$ cat config.mk
export PLATFORM = sky130hd
export DESIGN_NAME = ist_div
export DESIGN_NICKNAME = d
export VERILOG_FILES = /design/src/rtl/core/ist_pkg.sv /design/src/rtl/core/ist_div.sv
export SDC_FILE = /design/constraint.sdc
export NUM_CORES = 1
export LEC_CHECK = 0
export BUFFER_PORTS_ARGS = -buffer_cell sky130_fd_sc_hd__buf_4
export CELL_PAD_IN_SITES_DETAIL_PLACEMENT = 0
export CELL_PAD_IN_SITES_GLOBAL_PLACEMENT = 1
export CORE_AREA = 2 2 125 127
export CTS_CLUSTER_DIAMETER = 60
export DETAILED_ROUTE_END_ITERATION = 8
export DIE_AREA = 0 0 127 129
export PLACE_DENSITY = 0.78
export SLEW_MARGIN = 20
export SYNTH_ARGS = -nofsm -noshare
export SYNTH_HDL_FRONTEND = slang
export SYNTH_SLANG_ARGS = --single-unit
$ cat constraint.sdc
create_clock -name clk -period 5.4 [get_ports clk]
set_input_delay 1.08 -clock clk [delete_from_list [all_inputs] [get_ports clk]]
set_output_delay 1.08 -clock clk [all_outputs]
set_load 0.005 [all_outputs]
$ cat src/rtl/core/ist_pkg.sv
package ist_pkg;

	localparam int TABLE_DEPTH = 1024;
	localparam int IDX_W       = $clog2(TABLE_DEPTH);
	// index with one extra bit: set for the two out-of-range probes (depth and minus one)
	localparam int AIDX_W      = IDX_W + 1;
	localparam int DATA_W      = 32;
	localparam int CNT_W       = 11;
	localparam int PROD_W      = IDX_W + DATA_W;
	localparam int STEP_W      = $clog2(IDX_W);
	localparam int PADDR_W     = 3;
	localparam int PDATA_W     = 32;

	localparam logic CMD_WRITE  = 1'b0;
	localparam logic CMD_SEARCH = 1'b1;

	localparam logic [PADDR_W-3:0] REG_ENTRY_COUNT = '0;

	typedef enum logic [3:0] {
		ST_IDLE,
		ST_RD_LO,
		ST_RD_HI,
		ST_CHECK,
		ST_MUL,
		ST_DIV,
		ST_RD_EST,
		ST_CMP,
		ST_OUT
	} state_t;

	typedef struct packed {
		logic busy;
		logic done;
	} div_stat_t;

endpackage

$ cat src/rtl/core/ist_div.sv
module ist_div import ist_pkg::*; (
	input  logic              clk,
	input  logic              arst_n,
	input  logic              start,
	input  logic [PROD_W-1:0] dividend,
	input  logic [DATA_W-1:0] divisor,
	output div_stat_t         stat,
	output logic [IDX_W-1:0]  quotient
);

	// restoring division; the quotient is known to fit IDX_W bits
	logic [PROD_W-1:0] rem_q;
	logic [PROD_W-1:0] den_sh_q;
	logic [IDX_W-1:0]  quo_q;
	logic [STEP_W-1:0] step_q;
	logic              busy_q;
	logic              done_q;
	logic              ge;

	assign ge = (rem_q >= den_sh_q);

	always_ff @(posedge clk or negedge arst_n) begin
		if (!arst_n) begin
			busy_q <= 1'b0;
			done_q <= 1'b0;
			step_q <= '0;
		end else begin
			done_q <= 1'b0;
			if (start) begin
				busy_q <= 1'b1;
				step_q <= STEP_W'(IDX_W - 1);
			end else if (busy_q) begin
				if (step_q == '0) begin
					busy_q <= 1'b0;
					done_q <= 1'b1;
				end else begin
					step_q <= step_q - 1'b1;
				end
			end
		end
	end

	always_ff @(posedge clk) begin
		if (start) begin
			rem_q    <= dividend;
			den_sh_q <= PROD_W'(divisor) << (IDX_W - 1);
			quo_q    <= '0;
		end else if (busy_q) begin
			if (ge) begin
				rem_q <= rem_q - den_sh_q;
			end
			den_sh_q <= den_sh_q >> 1;
			quo_q    <= {quo_q[IDX_W-2:0], ge};
		end
	end

	assign stat.busy = busy_q;
	assign stat.done = done_q;
	assign quotient  = quo_q;

endmodule

* After elaboration in Yosys (flattened, before gate mapping) *
Cells that the tools add are included.
Widths: inputs -> output; s select.

storage, ports and cells
  register bits after elaboration = 99
  input port bits = 77
  output and inout bits = 12
  logic and storage cells = 30

operators by class
  add/subtract/negate cells = 2
  magnitude comparators = 1
  equality and inequality tests = 1
  muxes and demuxes = 14
  reductions and logical operators = 5

operators by type and width
  kind                 number
  $mux 42              3
  $mux 41              2
  $ge 42x41->1         1
  $sub 42x41->42       1
  $mux 4               3
  $mux 1               6
  $logic_not 4->1      1
  $reduce_and 2->1     2
  $reduce_bool 2->1    2
  $sub 4x1->4 const B  1
  $ne 2x2->1 const B   1

* Longest topological paths before layout *
  depth in word-level cells = 4
  depth in mapped cells = 13
  depth with buffers taken out = 13

* Worst setup path before layout *
OpenSTA, ideal clock, no wires.

  kind = reg2reg
  start = reg rem_q[0]
  end = reg rem_q[0], enable pin
  setup time = 0.398 ns
  arrival time = 3.333 ns
  required time = 5.002 ns
  path slack = 1.669 ns
  stages on the path, launching flop included = 14
  buffers on the path = 0
  period minus slack after synthesis = 3.731 ns
  path through = edfxtp_1 inv_1 ha_1 fa_1 nor2b_1 o211ai_1 a21boi_1 o211ai_1 a21oi_1 o211ai_1 o31ai_1 a31oi_1 o21ai_1 a21o_1

between the ends
  word-level cells in the longest chain between the ends = 3

ends and longest elaborated chain
  item                         RTL line       source
  start: declaration           ist_div.sv:12  logic [PROD_W-1:0] rem_q;
  start signal: assignment     ist_div.sv:45  rem_q <= dividend;
  start signal: assignment     ist_div.sv:50  rem_q <= rem_q - den_sh_q;
  $ge 42x41->1                 ist_div.sv:20  assign ge = (rem_q >= den_sh_q);
  $reduce_bool 2->1 (no line)  -
  $reduce_and 2->1 (no line)   -

Every way passes these cells.
A chain may end at the register's enable or synchronous reset.

* Worst setup path after layout *
  start = reg rem_q[0]
  end = reg rem_q[30], enable pin

Same word-level chain as after synthesis.

==> results.json <==
{
  "max_freq_mhz": 263,
  "rows": 45,
  "vias_per_cell": 5.33,
  "chipWidth_um": 127,
  "io-pin-count": 89,
  "finalHoldViolCount": 0,
  "status": "completed",
  "die_area_um2": 16400,
  "critical_path_class": "reg2reg",
  "worstHoldPathType": "in2async",
  "grt_usage_pct": 18.5,
  "worst_pin_slew_ns": 0.931,
  "seq_area_frac_synth_pct": 42.3,
  "syn-cell-area_um2": 6500,
  "rsz0062_at_grt": "no",
  "dpl_worst_slack_ns": 1.63,
  "grt_pass1_wl_um": 24600,
  "ys_ff_latch": 99,
  "period_share_pct": 70.4,
  "cts-htree-levels": 3,
  "diodes": 0,
  "hpwl_um": 10800,
  "ir_drop_mv": 0.272,
  "setup_slack_ns": 1.60,
  "min_period_ns": 3.80,
  "ys_types": 57,
  "crit_required_ns": 5.39,
  "postCtsSetupRepairBufs": 0,
  "maxSlewViolCount": 0,
  "cts.reportedPaths.clkPinSlew_ns": 0.07,
  "vias": 5265,
  "io_buffer_count": 88,
  "final_nets": 915,
  "end_kind": "flip-flop",
  "finClkSkew_ns": 0.00824,
  "drt-total-wl_um": 14800,
  "grt_max_degree": 114,
  "coreArea_um2": 15000,
  "gp_congestion": 0.866,
  "synth_flop_cell": "edfxtp_1",
  "cts_tree": "built",
  "cp-start-kind": "flip-flop",
  "power.leakage_nw": 3.42,
  "synth_edf_count": 74,
  "fin_setup_tns_ns": 0,
  "ys_warn_count": 0,
  "cp.arrival_ns": 3.80,
  "total_power_mw": 4.08,
  "clockBufferDepth": 2,
  "grt_overflow": 0,
  "syn_avg_cell_area_um2": 8.87,
  "synthToLayoutAreaGrowth_pct": 16.1,
  "timing.critical_path.fanout_max": 42,
  "mappedNetlistNets": 854,
  "post_drt_wl_per_cell_um": 15.0,
  "drc": 0,
  "layout_common_cells": "nand2_1, buf_4, o21ai_0",
  "postRouteAntennaNets": 0,
  "cts_root_buffer": "clkbuf_16",
  "synth_async_sr_flop_share_pct": 6.06,
  "pwr_density_cell_nw_per_um2": 540,
  "die_h_um": 129,
  "start_util_pct": 43.4,
  "synthCells": 733,
  "numCtsBuffers": 9,
  "holdBufCountCts": 0,
  "cts.sinks": 99,
  "stdcell_count": 987,
  "relSlewSlack_pct": 37.9,
  "antenna_found_initial": 0,
  "final_common_cell": "nand2_1",
  "drv_cap": 0,
  "setup_violations": 0,
  "drt_iter0_drc": 365,
  "grt_pass1_vias": 5203,
  "drive_gt1_share_pct": 15.4,
  "dr.pass1.iters": 5,
  "dp.cells": 971,
  "cts_resized": 0,
  "clock_latency_ns": 0.36
}
## path summary, 6_finish.rpt
kind / startpoint / end / slack [ns] / cells past startpoint
max reg2reg: rem_q[0] / rem_q[30] / 1.60 / 14
max in group asynchronous: arst_n / busy_q / 4.77 / 1
min reg2reg: quotient[0] / quotient[0] / 0.52 / 2
min: arst_n / done_q / 0.51 / 1
max: rem_q[0] / rem_q[30] / 1.60 / 14
min in group clk: quotient[0] / quotient[0] / 0.52 / 2
## routing by layer
layer  part of all wire [%]  routed length (µm)  vias up  track usage [%]
met4                    1.3                 191        0             5.37
met3                    3.6                 531       15             3.70
met1                     50                7330     2467             25.2
met2                     45                6720       90             30.1
met5                      0                   0        -                0
li1                       -                   -     2693                -
## synth_stat cells, types with 4 or more instances
master      n  area [µm²]
o21ai_1     6        30.0
dfxtp_1    19         380
inv_1      54         203
nor2_1     39         146
nand4_1    14        87.6
a21oi_1    42         210
nor3_1      7        35.0
and2_1      4        25.0
o211ai_1    5        37.5
dfrtp_1     6         150
nand2b_1    7        43.8
a31oi_1     5        31.3
a21o_1     21         158
o21a_1      4        30.0
mux2i_1    19         190
o21bai_1    9        67.6
xnor2_1    21         184
nand3_1     6        30.0
ha_1       43         538
xor2_1     19         166
nand2_1   131         492
o21ai_0    85         425
edfxtp_1   74        2220
nor2b_1     5        31.3
o31ai_1     4        30.0
clkbuf_1   36         135
## area by class of cell
cell class,count,area [µm²]
multi-input cells,539,3380
inverters,54,203
repair buffers,91,683
well taps,188,235
clock inverters,6,55.1
flip-flops and latches,99,2750
fillers,1450,7430
clock buffers,10,239
## through the flow
step | hold WS [ns] | utilization [%] | area, µm²
finish | 0.511 | 50.4 | 7550
global route | 0.502 | 50.4 | 7550
CTS | 0.501 | 50.4 | 7550
detailed placement | 0.501 | 48.5 | 7260
global placement | 0.479 | 48.5 | 7260
floorplan | 0.465 | - | 6500
## logic make-up after synthesis
logic type	Yosys count	share of synthesized area, %
DFF	99	42.3
adders and majority gates	44	8.58
buffers and inverters	95	5.64
AOI/OAI and AO/OA	208	19.7
and+or+nand+nor	227	15.2
xor gates and xnor gates	40	5.39
muxes	20	3.10
## sequential cells by signal (all words and copies together), names as in the netlist
signal and count:
step_q 4, quotient 10, rem_q 42, den_sh_q 41
done_q 1, busy_q 1
## worst max-delay path, stage by stage, from the launching register on
cell and delay, ns:
edfxtp_1 0.33, inv_1 0.04, ha_1 0.22, fa_1 0.40, nor2b_1 0.16, o211ai_1 0.09, a21boi_1 0.24, o211ai_1 0.20
a21oi_1 0.27, o211ai_1 0.19, o31ai_1 0.41, a31oi_1 0.11, o21ai_1 0.14, a21o_1 0.13, buf_4 0.50
## where the power goes
| part | internal, mW | switching [mW] |
|---|---|---|
| clock | 0.336 | 0.309 |
| sequential | 1.12 | 0.0945 |
| combinational | 0.936 | 1.28 |
| total | 2.39 | 1.69 |
Power figures use the tool's default switching activity.
